<file path="src/sv/xcfp_pkg.sv">
// shared constants and helpers for the checksummed target frame parser
// depends on nothing; imported by xor_checked_target_frame_parser
package xcfp_pkg;

  // default upper bound on body length, overridable on the top level
  localparam int MAX_BODY_DEF = 47;

  // frame characters
  localparam logic [7:0] CH_START   = 8'h24;  // '$'
  localparam logic [7:0] CH_STAR    = 8'h2A;  // '*'
  localparam logic [7:0] CH_NL      = 8'h0A;
  localparam logic [7:0] CH_COMMA   = 8'h2C;
  localparam logic [7:0] CH_PLUS    = 8'h2B;
  localparam logic [7:0] CH_MINUS   = 8'h2D;
  localparam logic [7:0] CH_ZERO    = 8'h30;
  localparam logic [7:0] CH_NINE    = 8'h39;
  localparam logic [7:0] CH_LC_A    = 8'h61;
  localparam logic [7:0] CH_LC_F    = 8'h66;
  localparam logic [7:0] CH_UC_A    = 8'h41;
  localparam logic [7:0] CH_UC_F    = 8'h46;

  // frame status codes
  localparam logic [1:0] ST_OK      = 2'd0;
  localparam logic [1:0] ST_CSUM    = 2'd1;
  localparam logic [1:0] ST_BAD     = 2'd2;

  // configuration register indexes
  localparam logic CFG_DIR_LIMIT = 1'b0;
  localparam logic CFG_NO_TARGET = 1'b1;

  // configuration reset values
  localparam logic [6:0] DIR_LIMIT_RST = 7'd100;
  localparam logic [7:0] NO_TARGET_RST = 8'd88;    // 'X'

  // position within the body
  localparam logic [2:0] FI_TYPE  = 3'd0;
  localparam logic [2:0] FI_COMMA = 3'd1;
  localparam logic [2:0] FI_X     = 3'd2;
  localparam logic [2:0] FI_Y     = 3'd3;
  localparam logic [2:0] FI_AREA  = 3'd4;
  localparam logic [2:0] FI_DIR   = 3'd5;
  localparam logic [2:0] FI_DONE  = 3'd6;

  typedef enum logic [1:0] {
    PH_SEEK = 2'd0,
    PH_BODY = 2'd1,
    PH_HEX  = 2'd2
  } phase_t;

  typedef struct packed {
    logic       ok;
    logic [3:0] val;
  } hex_digit_t;

  function automatic hex_digit_t hex_decode(input logic [7:0] b);
    hex_digit_t h;
    h.ok  = 1'b1;
    h.val = b[3:0];
    if (b >= CH_ZERO && b <= CH_NINE) begin
      h.val = b[3:0];
    end else if ((b >= CH_LC_A && b <= CH_LC_F) || (b >= CH_UC_A && b <= CH_UC_F)) begin
      h.val = b[3:0] + 4'd9;
    end else begin
      h.ok  = 1'b0;
      h.val = 4'd0;
    end
    return h;
  endfunction

endpackage

</file>
<file path="src/sv/xor_checked_target_frame_parser.sv">
// byte-serial parser for '$'-framed target sentences with an xor checksum
// depends on xcfp_pkg
//
// Takes one received byte per cycle, back to back, unless in_stall is high,
// and gives one status transaction for each newline that closes a frame, in
// the cycle after it is taken. All parsing of a byte (xor, decimal accumulate by
// shift-and-add, hex digit, field store) is one short step between the
// frame state registers and the result register, so the rate is one byte
// per clock. The result register holds a finished status while out_stall is
// high; in that case in_stall is raised the same cycle and input is held.
// Configuration writes are always ready and take effect on the next byte.
module xor_checked_target_frame_parser import xcfp_pkg::*; #(
  parameter int MAX_BODY = MAX_BODY_DEF
) (
  input  logic               clk,
  input  logic               rst,
  input  logic               in_valid,
  output logic               in_stall,
  input  logic [7:0]         rx_byte,
  output logic               out_valid,
  input  logic               out_stall,
  output logic [1:0]         frame_status,
  output logic [7:0]         target_type,
  output logic signed [15:0] center_x,
  output logic signed [15:0] center_y,
  output logic signed [31:0] target_area,
  output logic signed [7:0]  direction,
  output logic               target_valid,
  output logic [31:0]        frames_ok,
  output logic [31:0]        checksum_errors,
  input  logic               cfg_valid,
  output logic               cfg_ready,
  input  logic               cfg_index,
  input  logic [7:0]         cfg_data
);

  localparam int BL_W = $clog2(MAX_BODY + 2);
  localparam logic [BL_W-1:0] BL_MAX = BL_W'(MAX_BODY);
  localparam logic [BL_W-1:0] BL_SAT = BL_W'(MAX_BODY + 1);

  // configuration
  logic [6:0] direction_limit;
  logic [7:0] no_target_code;

  // frame state
  phase_t          phase, phase_next;
  logic [BL_W-1:0] body_length, body_length_next;
  logic [7:0]      running_xor, running_xor_next;
  logic [2:0]      field_index, field_index_next;
  logic            negative_flag, negative_flag_next;
  logic            sign_seen, sign_seen_next;
  logic            digit_seen, digit_seen_next;
  logic [31:0]     number_accum, number_accum_next;
  logic [7:0]      type_code, type_code_next;
  logic [15:0]     x_value, x_value_next;
  logic [15:0]     y_value, y_value_next;
  logic [31:0]     area_value, area_value_next;
  logic [31:0]     direction_value, direction_value_next;
  logic            format_ok, format_ok_next;
  logic [1:0]      hex_count, hex_count_next;
  logic [7:0]      received_sum, received_sum_next;
  logic [31:0]     ok_counter, ok_counter_next;
  logic [31:0]     error_counter, error_counter_next;

  logic            accept;
  logic            emit;
  logic [1:0]      status;
  logic [31:0]     store_val;
  logic            is_digit;
  hex_digit_t      hex;
  logic signed [31:0] dir_s;
  logic signed [31:0] lim_s;
  logic signed [31:0] dir_clamped;

  assign accept    = in_valid && !in_stall;
  assign in_stall  = out_valid && out_stall;
  assign cfg_ready = 1'b1;

  assign is_digit  = (rx_byte >= CH_ZERO) && (rx_byte <= CH_NINE);
  assign hex       = hex_decode(rx_byte);
  assign store_val = negative_flag ? (32'd0 - number_accum) : number_accum;

  // phase sequencing
  always_comb begin
    phase_next = phase;
    case (phase)
      PH_SEEK: begin
        if (rx_byte == CH_START) phase_next = PH_BODY;
      end
      PH_BODY: begin
        if (rx_byte == CH_NL) phase_next = PH_SEEK;
        else if (rx_byte == CH_STAR) phase_next = PH_HEX;
      end
      PH_HEX: begin
        if (rx_byte == CH_NL) phase_next = PH_SEEK;
      end
      default: phase_next = PH_SEEK;
    endcase
  end

  // per-byte datapath
  always_comb begin
    body_length_next     = body_length;
    running_xor_next     = running_xor;
    field_index_next     = field_index;
    negative_flag_next   = negative_flag;
    sign_seen_next       = sign_seen;
    digit_seen_next      = digit_seen;
    number_accum_next    = number_accum;
    type_code_next       = type_code;
    x_value_next         = x_value;
    y_value_next         = y_value;
    area_value_next      = area_value;
    direction_value_next = direction_value;
    format_ok_next       = format_ok;
    hex_count_next       = hex_count;
    received_sum_next    = received_sum;
    ok_counter_next      = ok_counter;
    error_counter_next   = error_counter;
    emit                 = 1'b0;
    status               = ST_BAD;

    case (phase)
      PH_SEEK: begin
        if (rx_byte == CH_START) begin
          body_length_next     = '0;
          running_xor_next     = '0;
          field_index_next     = FI_TYPE;
          negative_flag_next   = 1'b0;
          sign_seen_next       = 1'b0;
          digit_seen_next      = 1'b0;
          number_accum_next    = '0;
          type_code_next       = '0;
          x_value_next         = '0;
          y_value_next         = '0;
          area_value_next      = '0;
          direction_value_next = '0;
          format_ok_next       = 1'b1;
          hex_count_next       = '0;
          received_sum_next    = '0;
        end
      end
      PH_BODY: begin
        if (rx_byte == CH_NL) begin
          emit   = 1'b1;
          status = ST_BAD;
        end else if (rx_byte == CH_STAR) begin
          // close the body: the last number may end at the star
          if (format_ok) begin
            if (field_index == FI_DIR && digit_seen) begin
              direction_value_next = store_val;
              format_ok_next       = 1'b1;
              field_index_next     = FI_DONE;
            end else begin
              format_ok_next = (field_index == FI_DONE);
            end
          end
        end else begin
          running_xor_next = running_xor ^ rx_byte;
          if (body_length < BL_SAT) body_length_next = body_length + 1'b1;
          if (format_ok) begin
            if (field_index == FI_TYPE) begin
              type_code_next   = rx_byte;
              field_index_next = FI_COMMA;
            end else if (field_index == FI_COMMA) begin
              if (rx_byte == CH_COMMA) begin
                field_index_next   = FI_X;
                negative_flag_next = 1'b0;
                sign_seen_next     = 1'b0;
                digit_seen_next    = 1'b0;
                number_accum_next  = '0;
              end else begin
                format_ok_next = 1'b0;
              end
            end else if (field_index inside {[FI_X:FI_DIR]}) begin
              if (is_digit) begin
                // accum * 10 + digit
                number_accum_next = (number_accum << 3) + (number_accum << 1)
                                    + {28'd0, rx_byte[3:0]};
                digit_seen_next   = 1'b1;
              end else if (!digit_seen && !sign_seen &&
                           (rx_byte == CH_PLUS || rx_byte == CH_MINUS)) begin
                sign_seen_next     = 1'b1;
                negative_flag_next = (rx_byte == CH_MINUS);
              end else if (digit_seen && field_index == FI_DIR) begin
                direction_value_next = store_val;
                field_index_next     = FI_DONE;
              end else if (digit_seen && rx_byte == CH_COMMA) begin
                case (field_index)
                  FI_X:    x_value_next    = store_val[15:0];
                  FI_Y:    y_value_next    = store_val[15:0];
                  FI_AREA: area_value_next = store_val;
                  default: direction_value_next = store_val;
                endcase
                field_index_next   = field_index + 3'd1;
                negative_flag_next = 1'b0;
                sign_seen_next     = 1'b0;
                digit_seen_next    = 1'b0;
                number_accum_next  = '0;
              end else begin
                format_ok_next = 1'b0;
              end
            end
          end
        end
      end
      PH_HEX: begin
        if (rx_byte == CH_NL) begin
          emit = 1'b1;
          if (hex_count < 2'd2 || body_length == '0 || body_length > BL_MAX) begin
            status = ST_BAD;
          end else if (running_xor != received_sum) begin
            status             = ST_CSUM;
            error_counter_next = error_counter + 32'd1;
          end else if (!format_ok) begin
            status = ST_BAD;
          end else begin
            status          = ST_OK;
            ok_counter_next = ok_counter + 32'd1;
          end
        end else if (hex_count < 2'd2) begin
          if (hex.ok) begin
            received_sum_next = {received_sum[3:0], hex.val};
            hex_count_next    = hex_count + 2'd1;
          end else begin
            // bad digit: zero length marks the frame malformed at newline
            hex_count_next    = '0;
            received_sum_next = '0;
            format_ok_next    = 1'b0;
            body_length_next  = '0;
          end
        end
      end
      default: ;
    endcase
  end

  // direction clamp
  assign dir_s = direction_value;
  assign lim_s = $signed({25'd0, direction_limit});
  always_comb begin
    if (dir_s > lim_s) dir_clamped = lim_s;
    else if (dir_s < -lim_s) dir_clamped = -lim_s;
    else dir_clamped = dir_s;
  end

  always_ff @(posedge clk) begin
    if (rst) begin
      direction_limit <= DIR_LIMIT_RST;
      no_target_code  <= NO_TARGET_RST;
    end else if (cfg_valid && cfg_ready) begin
      case (cfg_index)
        CFG_DIR_LIMIT: direction_limit <= cfg_data[6:0];
        CFG_NO_TARGET: no_target_code  <= cfg_data;
        default: ;
      endcase
    end
  end

  always_ff @(posedge clk) begin
    if (rst) begin
      phase           <= PH_SEEK;
      body_length     <= '0;
      running_xor     <= '0;
      field_index     <= FI_TYPE;
      negative_flag   <= 1'b0;
      sign_seen       <= 1'b0;
      digit_seen      <= 1'b0;
      number_accum    <= '0;
      type_code       <= '0;
      x_value         <= '0;
      y_value         <= '0;
      area_value      <= '0;
      direction_value <= '0;
      format_ok       <= 1'b1;
      hex_count       <= '0;
      received_sum    <= '0;
      ok_counter      <= '0;
      error_counter   <= '0;
    end else if (accept) begin
      phase           <= phase_next;
      body_length     <= body_length_next;
      running_xor     <= running_xor_next;
      field_index     <= field_index_next;
      negative_flag   <= negative_flag_next;
      sign_seen       <= sign_seen_next;
      digit_seen      <= digit_seen_next;
      number_accum    <= number_accum_next;
      type_code       <= type_code_next;
      x_value         <= x_value_next;
      y_value         <= y_value_next;
      area_value      <= area_value_next;
      direction_value <= direction_value_next;
      format_ok       <= format_ok_next;
      hex_count       <= hex_count_next;
      received_sum    <= received_sum_next;
      ok_counter      <= ok_counter_next;
      error_counter   <= error_counter_next;
    end
  end

  // result register
  always_ff @(posedge clk) begin
    if (rst) begin
      out_valid <= 1'b0;
    end else if (accept && emit) begin
      out_valid <= 1'b1;
    end else if (!out_stall) begin
      out_valid <= 1'b0;
    end
  end

  always_ff @(posedge clk) begin
    if (accept && emit) begin
      frame_status    <= status;
      target_type     <= (status == ST_OK) ? type_code : 8'd0;
      center_x        <= (status == ST_OK) ? $signed(x_value) : 16'sd0;
      center_y        <= (status == ST_OK) ? $signed(y_value) : 16'sd0;
      target_area     <= (status == ST_OK) ? $signed(area_value) : 32'sd0;
      direction       <= (status == ST_OK) ? dir_clamped[7:0] : 8'sd0;
      target_valid    <= (status == ST_OK) && (type_code != no_target_code);
      frames_ok       <= ok_counter_next;
      checksum_errors <= error_counter_next;
    end
  end

  a_counters_only_on_close: assert property (@(posedge clk) disable iff (rst)
    !(accept && emit) |=> (ok_counter == $past(ok_counter)) &&
                          (error_counter == $past(error_counter)))
    else $error("frame counter moved without a closing newline");

  a_seek_not_to_hex: assert property (@(posedge clk) disable iff (rst)
    (accept && phase == PH_SEEK) |=> phase != PH_HEX)
    else $error("checksum phase entered straight from hunting");

  a_field_index_range: assert property (@(posedge clk) disable iff (rst)
    field_index <= FI_DONE)
    else $error("field index past the last field");

  a_reject_zero_fields: assert property (@(posedge clk) disable iff (rst)
    (out_valid && frame_status != ST_OK) |-> (!target_valid && target_type == 8'd0 &&
                                              target_area == 32'sd0))
    else $error("rejected frame carries target data");

  a_ok_status_counts: assert property (@(posedge clk) disable iff (rst)
    (accept && emit && status == ST_OK) |=> ok_counter == $past(ok_counter) + 32'd1)
    else $error("accepted frame not counted");

endmodule

</file>
<file path="config.mk">
export PLATFORM = sky130hd
export DESIGN_NAME = xor_checked_target_frame_parser
export DESIGN_NICKNAME = d
export VERILOG_FILES = /design/src/sv/xcfp_pkg.sv /design/src/sv/xor_checked_target_frame_parser.sv
export SDC_FILE = /design/constraint.sdc
export NUM_CORES = 1
export LEC_CHECK = 0
export BUFFER_PORTS_ARGS = -buffer_cell sky130_fd_sc_hd__clkbuf_2
export CAP_MARGIN = 25
export CORE_MARGIN = 2
export CORE_UTILIZATION = 44
export DETAILED_ROUTE_END_ITERATION = 10
export PLACE_DENSITY_LB_ADDON = 0.05
export SLEW_MARGIN = 20
export SYNTH_ARGS = -nofsm -noshare
export SYNTH_HDL_FRONTEND = slang
export SYNTH_SLANG_ARGS = --single-unit
</file>
<file path="constraint.sdc">
create_clock -name clk -period 12 [get_ports clk]
set_input_delay 0.6 -clock clk [delete_from_list [all_inputs] [get_ports clk]]
set_output_delay 0.6 -clock clk [all_outputs]
set_load 0.01 [all_outputs]
</file>
==> flow_metrics.tcl, run 1 <==
set metrics [dict create \
    cts.clk_slew.worst_paths_ps 60 \
    synth.distinct_cells 73 \
    status "complete, no violations" \
    worst-path-buf-inv 1 \
    worstPathCellList "inv_1, nand3_1, or3_1, nor3_1, ha_1, a21o_1, a21o_1, a21oi_1, o21ai_0, a21oi_1, nor2b_1, nor3_1, nor2_1, a2111oi_0" \
    synthAdderAreaFrac_pct 7.58 \
    drive_above_1_share_pct 13.1 \
    drv_cap 0 \
    overflow 0 \
    fin_crit_ps 4300 \
    ctsRootBufferMaster "clkbuf_16" \
    hold_class "in -> reg" \
    p_per_area_nw_per_um2 127 \
    cp_slowest_cell "nor3_1" \
    die_y_um 217 \
    yosys.area_share.simple_pct 18.9 \
    worstSetupPathType "reg -> reg" \
    area_growth_pct 15.1 \
    ys_seq_elements 396 \
    synth_edf_count 147 \
    finalCritPeriodShare_pct 35.8 \
    avgSynthCellArea_um2 9.72 \
    drt.antenna.violating_nets 0 \
    async_reset_ff_share_pct 0 \
    clock_skew_ps 20.6 \
    yosysWarnings 0 \
    max_stage_delay_ps 650 \
    num_io_pins 172 \
    cts_tree "built" \
    relSlewSlack_pct 34.1 \
    grt_usage_pct 21.1 \
    cp_data_required_time_ps 12360 \
    critPathTopFamily "simple AND/OR/NAND/NOR gates" \
    htree_levels 2 \
    grt_pass1_vias 14500 \
    start_util_pct 44.4 \
    vias_per_cell 5.26 \
    clk_latency_ps 580 \
    vias 14900 \
    rows 78 \
    num-fill-cells 4170 \
    max_freq_mhz 233 \
    finalHoldWorstSlack_ps 266 \
    path_max_fanout 9 \
    start_kind "flip-flop" \
    grt_pass1_wl_um 79500 \
    drt-initial-drc-count 822 \
    multi_input_area_um2 10100 \
    p_total_mw 2.91 \
    syn-cell-area_um2 20000 \
    port_buffers 170 \
    cp.arrival_ps 4660 \
    seq_area_um2 9400 \
    die_w_um 217 \
    synth_top_flop_cell "dfxtp_1" \
    synthCells 2058 \
    synth_mux_area_share_pct 3.77 \
    ys_seq_area_share_pct 47.0 \
    finalHoldViolations 0 \
    tightest_slew_ps 986 \
    drc 0 \
    cts_resized 0 \
    critPathCaptureType "flip-flop" \
    synth_compound_area_share_pct 11.3 \
    rsz0062_at_grt "no" \
    final_nets 2344 \
    core-area_um2 45100 \
    synth_top_family_by_area "simple AND/OR/NAND/NOR gates" \
    leakagePower_nw 10.3 \
    clock_sinks 396 \
    max-vdd-ir-drop_v 0.0000889 \
    ctsHoldBuffers 0 \
    timing_max_transition_violations_final 0 \
    dp_hpwl_um 35200 \
    setup_viol 0 \
    n_antenna_cell 0 \
    synthXorXnorAreaFrac_pct 8.76 \
    gp_congestion 0.872 \
    clock_path_buffers 3 \
    drt_pass1_iterations 5 \
    cts-buffers-inserted 45 \
    fin_setup_tns_ps 0 \
    wl_per_cell_um 17.6 \
    post_cts_buffers 0 \
    antenna_found_initial 1 \
    dieArea_um2 47200 \
    drt_wl_total_um 50100 \
    grt_max_degree 95 \
    synth.net_count 2200 \
]
final timing paths:
| kind | start | endpoint | slack (ps) | cells past startpoint |
|---|---|---|---|---|
| worst max-delay path | direction_limit[2] | direction[7] | 7700 | 14 |
| worst min-delay path | cfg_data[6] | direction_limit[6] | 270 | 2 |
| worst max register to register | direction_limit[2] | direction[7] | 7700 | 14 |
| worst min register to register | area_value[30] | area_value[30] | 450 | 2 |
worst reg2reg max path: cells and delay by family, from the launching register on:
family                   cells  cell delay [ps]
AO/OA/AOI/OAI                6             1230
adder cells (fa/ha/maj)      1              360
buffers and inverters        1              100
flip-flops                   1              350
AND/OR/NAND/NOR              6             2040
registers in the layout (all words and copies together), names as in the netlist, 3 cells and up:
name,flops
center_y,16
number_accum,32
x_value,16
area_value,32
dir_s,32
direction_limit,7
type_code,8
ok_counter,32
direction,8
y_value,16
checksum_errors,32
target_type,8
center_x,16
received_sum,8
field_index,3
body_length,6
target_area,32
frames_ok,32
no_target_code,8
running_xor,8
error_counter,32
cell usage in the layout (no fill, tap or decap), types with 7 or more instances in the layout:
master     synthesis  final
clkbuf_1          77     10
o21ai_0           53     53
o31ai_1           15     14
nand2b_1           8      8
nand2_1          210    210
nor2_1           269    269
and2_1            86     86
buf_4              4     18
nor3_1            31     30
nand3b_1           7      7
clkbuf_8           0      7
a22o_1            16     16
a22oi_1           32     32
and3_1            19     18
mux2i_1           72     72
nand4_1           22     22
nor4_1            23     23
ha_1             118    118
and4_1             7      7
nor2b_1           13     13
o21a_1            18     18
nand3_1           46     46
a211oi_1           8      8
dfxtp_1          249    249
clkbuf_2           0    169
a21oi_1          108    107
a21o_1            37     37
o21bai_1           8      8
xor2_1           110    110
xnor2_1           90     90
or2_2              7      7
clkbuf_16          0     46
edfxtp_1         147    147
or3_1             22     22
bufinv_16          0      7
inv_1             42     41
metal layers:
layer	wire, um	global-route usage [%]	vias to the layer above
met5	0	0	-
met4	1400	7.69	0
met3	1870	2.98	75
met2	23300	35.2	262
met1	23500	28.0	7070
li1	-	-	7515
Yosys cell counts (31+ instances only):
cell,n,area share [%]
inv_1,42,0.79
nor2_1,269,5.0
o21ai_0,53,1.3
nor3_1,31,0.78
edfxtp_1,147,22
clkbuf_1,77,1.4
mux2i_1,72,3.6
xnor2_1,90,3.9
xor2_1,110,4.8
nand2_1,210,3.9
a21oi_1,108,2.7
and2_1,86,2.7
dfxtp_1,249,25
ha_1,118,7.4
nand3_1,46,1.2
a21o_1,37,1.4
a22oi_1,32,1.2
power by group:
part | total [mW] | internal [mW] | leakage (nW) | switching (mW)
Clock | 1.46 | 0.898 | 0.768 | 0.564
Combinational | 0.0601 | 0.0178 | 5.86 | 0.0423
Sequential | 1.39 | 1.39 | 3.70 | 0.00398
stage by stage:
step / instances / utilization [%] / cell area [um2] / setup slack (ps)
after floorplan: 2058 / - / 20000 / 6870
after global placement: 2752 / 47.4 / 21400 / 7570
after detailed placement: 2753 / 47.4 / 21400 / 7470
after CTS: 2836 / 50.9 / 22900 / 7460
after global routing: 2838 / 51.0 / 23000 / 7250
final: 2838 / 51.0 / 23000 / 7700
cell families after synthesis:
| logic type | after synthesis |
|---|---|
| compound gates | 338 |
| xor+xnor | 200 |
| fa+ha+maj | 120 |
| buf+inv | 136 |
| flops | 396 |
| mux | 75 |
| other cells | 1 |
| simple gates | 792 |
cell type report:
type | instances | area share [%]
multi-input cells | 1526 | 43.8
flip-flops and latches | 396 | 40.8
clock buffers | 63 | 5.58
repair buffers | 191 | 4.57
well taps | 600 | 3.26
clock inverters | 20 | 1.25
inverters | 42 | 0.707
Note: power is estimated with default switching activity, not from simulation.
==> run 2, diff against run 1 <==
==> constraint.sdc (replaced) <==
create_clock -name clk -period 3.7 [get_ports clk]
set_input_delay 0.185 -clock clk [delete_from_list [all_inputs] [get_ports clk]]
set_output_delay 0.185 -clock clk [all_outputs]
set_load 0.01 [all_outputs]
==> flow_metrics.tcl, run 2 (synthesis results as in run 1) <==
set metrics [dict create \
    status "complete, no violations" \
    htree_levels 2 \
    p_per_area_nw_per_um2 389 \
    n_antenna_cell 0 \
    layout_common_cells "nor2_1, dfxtp_1, nand2_1, clkbuf_2, edfxtp_1" \
    dieArea_um2 47200 \
    drt.antenna.violating_nets 0 \
    drt_pass1_iterations 5 \
    place_ws_ps -71.6 \
    cp_data_required_time_ps 4160 \
    die_w_um 217 \
    cp_slowest_cell "fa_1" \
    seqPwrFrac_pct 49.7 \
    area_growth_pct 16.6 \
    combPwrFrac_pct 2.4 \
    hold_class "in -> reg" \
    start_kind "flip-flop" \
    finalCritPeriodShare_pct 95.3 \
    path_max_fanout 4 \
    drt_wl_total_um 50500 \
    clock_power_share_pct 47.9 \
    wl_per_cell_um 17.5 \
    num_io_pins 172 \
    rsz0062_at_grt "no" \
    num-fill-cells 4259 \
    finalHoldWorstSlack_ps 35.3 \
    fin_ws_ps 174 \
    grt_usage_pct 21.5 \
    drive_above_1_share_pct 15.0 \
    critPathCaptureType "flip-flop" \
    fin_setup_tns_ps 0 \
    drt-initial-drc-count 891 \
    final_common_cell "nor2_1" \
    fin_crit_ps 3530 \
    cp.arrival_ps 3980 \
    drc 0 \
    vias 15200 \
    rows 78 \
    setup_viol 0 \
    p_switching_mw 1.97 \
    clock_skew_ps 26.1 \
    place_area_um2 21700 \
    cts-buffers-inserted 45 \
    worstPathCellList "inv_1, fa_1, inv_1, fa_1, a21o_1, a21o_1, a211oi_1, o211a_1, or2_2, o21bai_1, a21o_1, a211o_1, a32o_1" \
    internal_power_mw 7.10 \
    leakagePower_nw 10.5 \
    final_cell_count_no_fill 2887 \
    grt_max_degree 98 \
    die_y_um 217 \
    final_area_um2 23300 \
    finalHoldViolations 0 \
    core-area_um2 45100 \
    antenna_found_initial 1 \
    clock_sinks 396 \
    p_sw_share_pct 21.7 \
    multi_input_area_um2 10100 \
    drv_cap 0 \
    max_freq_mhz 284 \
    max-vdd-ir-drop_v 0.000295 \
    worstSetupPathType "reg -> reg" \
    placed_cells 2794 \
    grt_pass1_vias 14800 \
    clock_path_buffers 3 \
    final_nets 2393 \
    ctsRootBufferMaster "clkbuf_16" \
    relSlewSlack_pct 45.1 \
    tightest_slew_ps 821 \
    gp_congestion 0.870 \
    grt_pass1_wl_um 81000 \
    port_buffers 170 \
    start_util_pct 44.4 \
    vias_per_cell 5.25 \
    max_stage_delay_ps 520 \
    clk_latency_ps 580 \
    cts.clk_slew.worst_paths_ps 60 \
    dp_hpwl_um 36600 \
    seq_area_um2 9400 \
    finish.utilization_pct 51.7 \
    p_total_mw 9.07 \
    timing_max_transition_violations_final 0 \
    cts_tree "built" \
    overflow 0 \
    cpMostUsedCell "a21o_1" \
]
-- run 2: changes by cell type in the layout (fill, tap and decap cells not counted), sizes merged --
cell         change
clkinv           -1
inv              +2
bufinv           -5
dlygate4sd3     +10
clkinvlp         +3
buf             +39
clkbuf           +1
-- run 2: path summary, 6_finish.rpt --
path | from | endpoint | slack [ps] | cells past startpoint
hold / removal | rx_byte[5] | type_code[5] | 40 | 3
setup reg to reg | number_accum[0] | number_accum[28] | 170 | 13
hold reg to reg | area_value[27] | area_value[27] | 450 | 2
setup / recovery | number_accum[0] | number_accum[28] | 170 | 13
-- run 2: power groups by stage --
stage          logic, mW  registers (mW)  clock network, mW
4_1_cts            0.221            4.51               4.46
5_1_grt            0.243            4.51               4.64
2_1_floorplan      0.130            4.60                  0
6_report           0.221            4.51               4.35
3_5_place_dp       0.212            4.60                  0
3_3_place_gp       0.211            4.60                  0
-- run 2: metal layers --
| metal | part of all wire, % | global-route usage (%) |
|---|---|---|
| met1 | 46 | 28.4 |
| met2 | 48 | 36.4 |
| met3 | 4.1 | 3.45 |
| met4 | 2.6 | 6.10 |
| met5 | 0 | 0 |
-- run 2: worst max-delay path: cells and delay by family, from the launching register on --
kind                       cells  cell delay [ps]
DFF                            1              340
adders and majority gates      2              980
and+or+nand+nor                1              130
buffers and inverters          2              160
AOI/OAI and AO/OA              8             1800
-- run 2: timing repair --
item	in CTS	in global routing
resized for setup	2	9
hold buffers	10	0
gates cloned	0	0
endpoints found under the setup margin	1	7
buffers inserted	0	0
endpoints found under the hold margin	17	0
-- run 2: cell type report --
class                           instances  share of cell area (%)
Clock inverter                         19                   0.692
Multi-Input combinational cell       1526                    43.4
Sequential cell                       396                    40.3
Timing Repair Buffer                  240                    6.28
Tap cell                              600                    3.22
Clock buffer                           64                    5.44
Inverter                               42                   0.692
==> run 3, diff against run 2 <==
--- a/config.mk
+++ b/config.mk
@@ -8,7 +8,7 @@
 export BUFFER_PORTS_ARGS = -buffer_cell sky130_fd_sc_hd__clkbuf_2
 export CAP_MARGIN = 25
 export CORE_MARGIN = 2
-export CORE_UTILIZATION = 44
+export CORE_UTILIZATION = 54
 export DETAILED_ROUTE_END_ITERATION = 10
 export PLACE_DENSITY_LB_ADDON = 0.05
 export SLEW_MARGIN = 20
==> flow_metrics.tcl, run 3 (synthesis results as in run 1) <==
set metrics [dict create \
    fin_crit_ps 3470 \
    max_freq_mhz 288 \
    p_total_mw 8.94 \
    clock_sinks 396 \
    drt_pass1_iterations 5 \
    rows 70 \
    cp_data_required_time_ps 4130 \
    grt_pass1_vias 14900 \
    num-fill-cells 3074 \
    antenna_found_initial 0 \
    final_area_um2 23200 \
    rsz0062_at_grt "no" \
    wl_per_cell_um 17.5 \
    final_common_cell "nor2_1" \
    grt_usage_pct 25.2 \
    clock_skew_ps 12.5 \
    timing_max_transition_violations_final 0 \
    cts_tree "built" \
    place_ws_ps -10.6 \
    drt.antenna.violating_nets 0 \
    fin_ws_ps 231 \
    grt_max_degree 111 \
    start_util_pct 54.8 \
    final_nets 2393 \
    core-area_um2 36500 \
    drt-initial-drc-count 876 \
    clk_latency_ps 570 \
    die_y_um 196 \
    finalHoldViolations 0 \
    globalRouteMet3Util_pct 3.08 \
    layout_common_cells "nor2_1, dfxtp_1, nand2_1, clkbuf_2, edfxtp_1" \
    place_area_um2 21600 \
    use_met2_pct 42.1 \
    finalCritPeriodShare_pct 93.8 \
    drt_wl_total_um 48300 \
    tightest_slew_ps 772 \
    worstSetupPathType "reg -> reg" \
    start_kind "flip-flop" \
    cts-buffers-inserted 44 \
    hold_class "in -> reg" \
    overflow 0 \
    vias_per_cell 5.54 \
    ctsRootBufferMaster "clkbuf_16" \
    path_max_fanout 8 \
    dieArea_um2 38600 \
    port_buffers 170 \
    seq_area_um2 9400 \
    multi_input_area_um2 10100 \
    critPathCaptureType "flip-flop" \
    vias 15300 \
    p_per_area_nw_per_um2 386 \
    drv_cap 0 \
    relSlewSlack_pct 48.3 \
    gp_congestion 0.902 \
    max-vdd-ir-drop_v 0.000306 \
    htree_levels 2 \
    area_growth_pct 15.8 \
    grt_pass1_wl_um 78100 \
    die_w_um 196 \
    drc 0 \
    status "complete, no violations" \
    dp_hpwl_um 34800 \
    clock_path_buffers 3 \
    drive_above_1_share_pct 14.9 \
    n_antenna_cell 0 \
    grt_use_met1_pct 33.6 \
    cts.clk_slew.worst_paths_ps 60 \
    leakagePower_nw 10.5 \
    setup_viol 0 \
    busiest_layer "met2" \
    cp.arrival_ps 3900 \
    num_io_pins 172 \
]
## run 3: cell count changes in the layout (fill, tap and decap cells not counted), sizes merged
cell | previous run | this run
buf | 61 | 62
bufinv | 2 | 0
clkbuf | 233 | 235
clkinv | 12 | 14
clkinvlp | 3 | 1
inv | 44 | 43
## run 3: timing repair
item                       in CTS  in global routing
resized for setup               1                  6
hold buffers                   10                  0
buffers inserted                0                  0
setup endpoints to repair       1                  7
pin swaps                       0                  1
hold endpoints to repair       17                  0
## run 3: area by class of cell
cell class,count,share of cell area (%)
Inverter,42,0.697
Clock buffer,66,5.69
Clock inverter,16,0.400
Tap cell,468,2.53
Sequential cell,396,40.6
Timing Repair Buffer,241,6.49
Multi-Input combinational cell,1526,43.6
## run 3: worst paths after layout
check	endpoint	start	cells after the start	slack [ps]
setup reg to reg	direction[3]	direction_limit[1]	16	230
hold reg to reg	area_value[15]	area_value[15]	2	450
setup / recovery	direction[3]	direction_limit[1]	16	230
hold / removal	type_code[5]	rx_byte[5]	3	20
## run 3: per-layer routing
layer / routed length (um) / share of wire (%)
met1: 22000 / 45
met2: 22600 / 47
met3: 2030 / 4.2
met4: 1700 / 3.5
met5: 0 / 0
## run 3: per-stage QoR
step           setup TNS [ps]  utilization, %  instances  hold WS, ps
2_1_floorplan               0               -       2058          303
3_3_place_gp                0            59.2       2663          439
3_5_place_dp            -10.6            59.2       2663          444
4_1_cts                     0            63.3       2755        0.290
5_1_grt                     0            63.4       2755         33.9
6_report                    0            63.4       2755         22.7
## run 3: report_power, final
group          leakage (nW)  switching (mW)  internal, mW
Clock                 0.703            1.75          2.47
Combinational          6.13           0.141        0.0746
Sequential             3.70         0.00948          4.50
Total                  10.5            1.90          7.04
## run 3: worst max-delay path, stage by stage (launching register included)
cell and delay [ps]:
dfxtp_1 310, inv_1 100, nand3_1 120, or3_4 390
nor3_1 150, buf_4 160, ha_1 240, a21o_1 180
a21o_1 170, a21oi_1 150, o21ai_0 130, a21oi_1 190
nor2b_1 90, buf_4 160, or4_1 500, a21oi_1 170
o21a_1 140
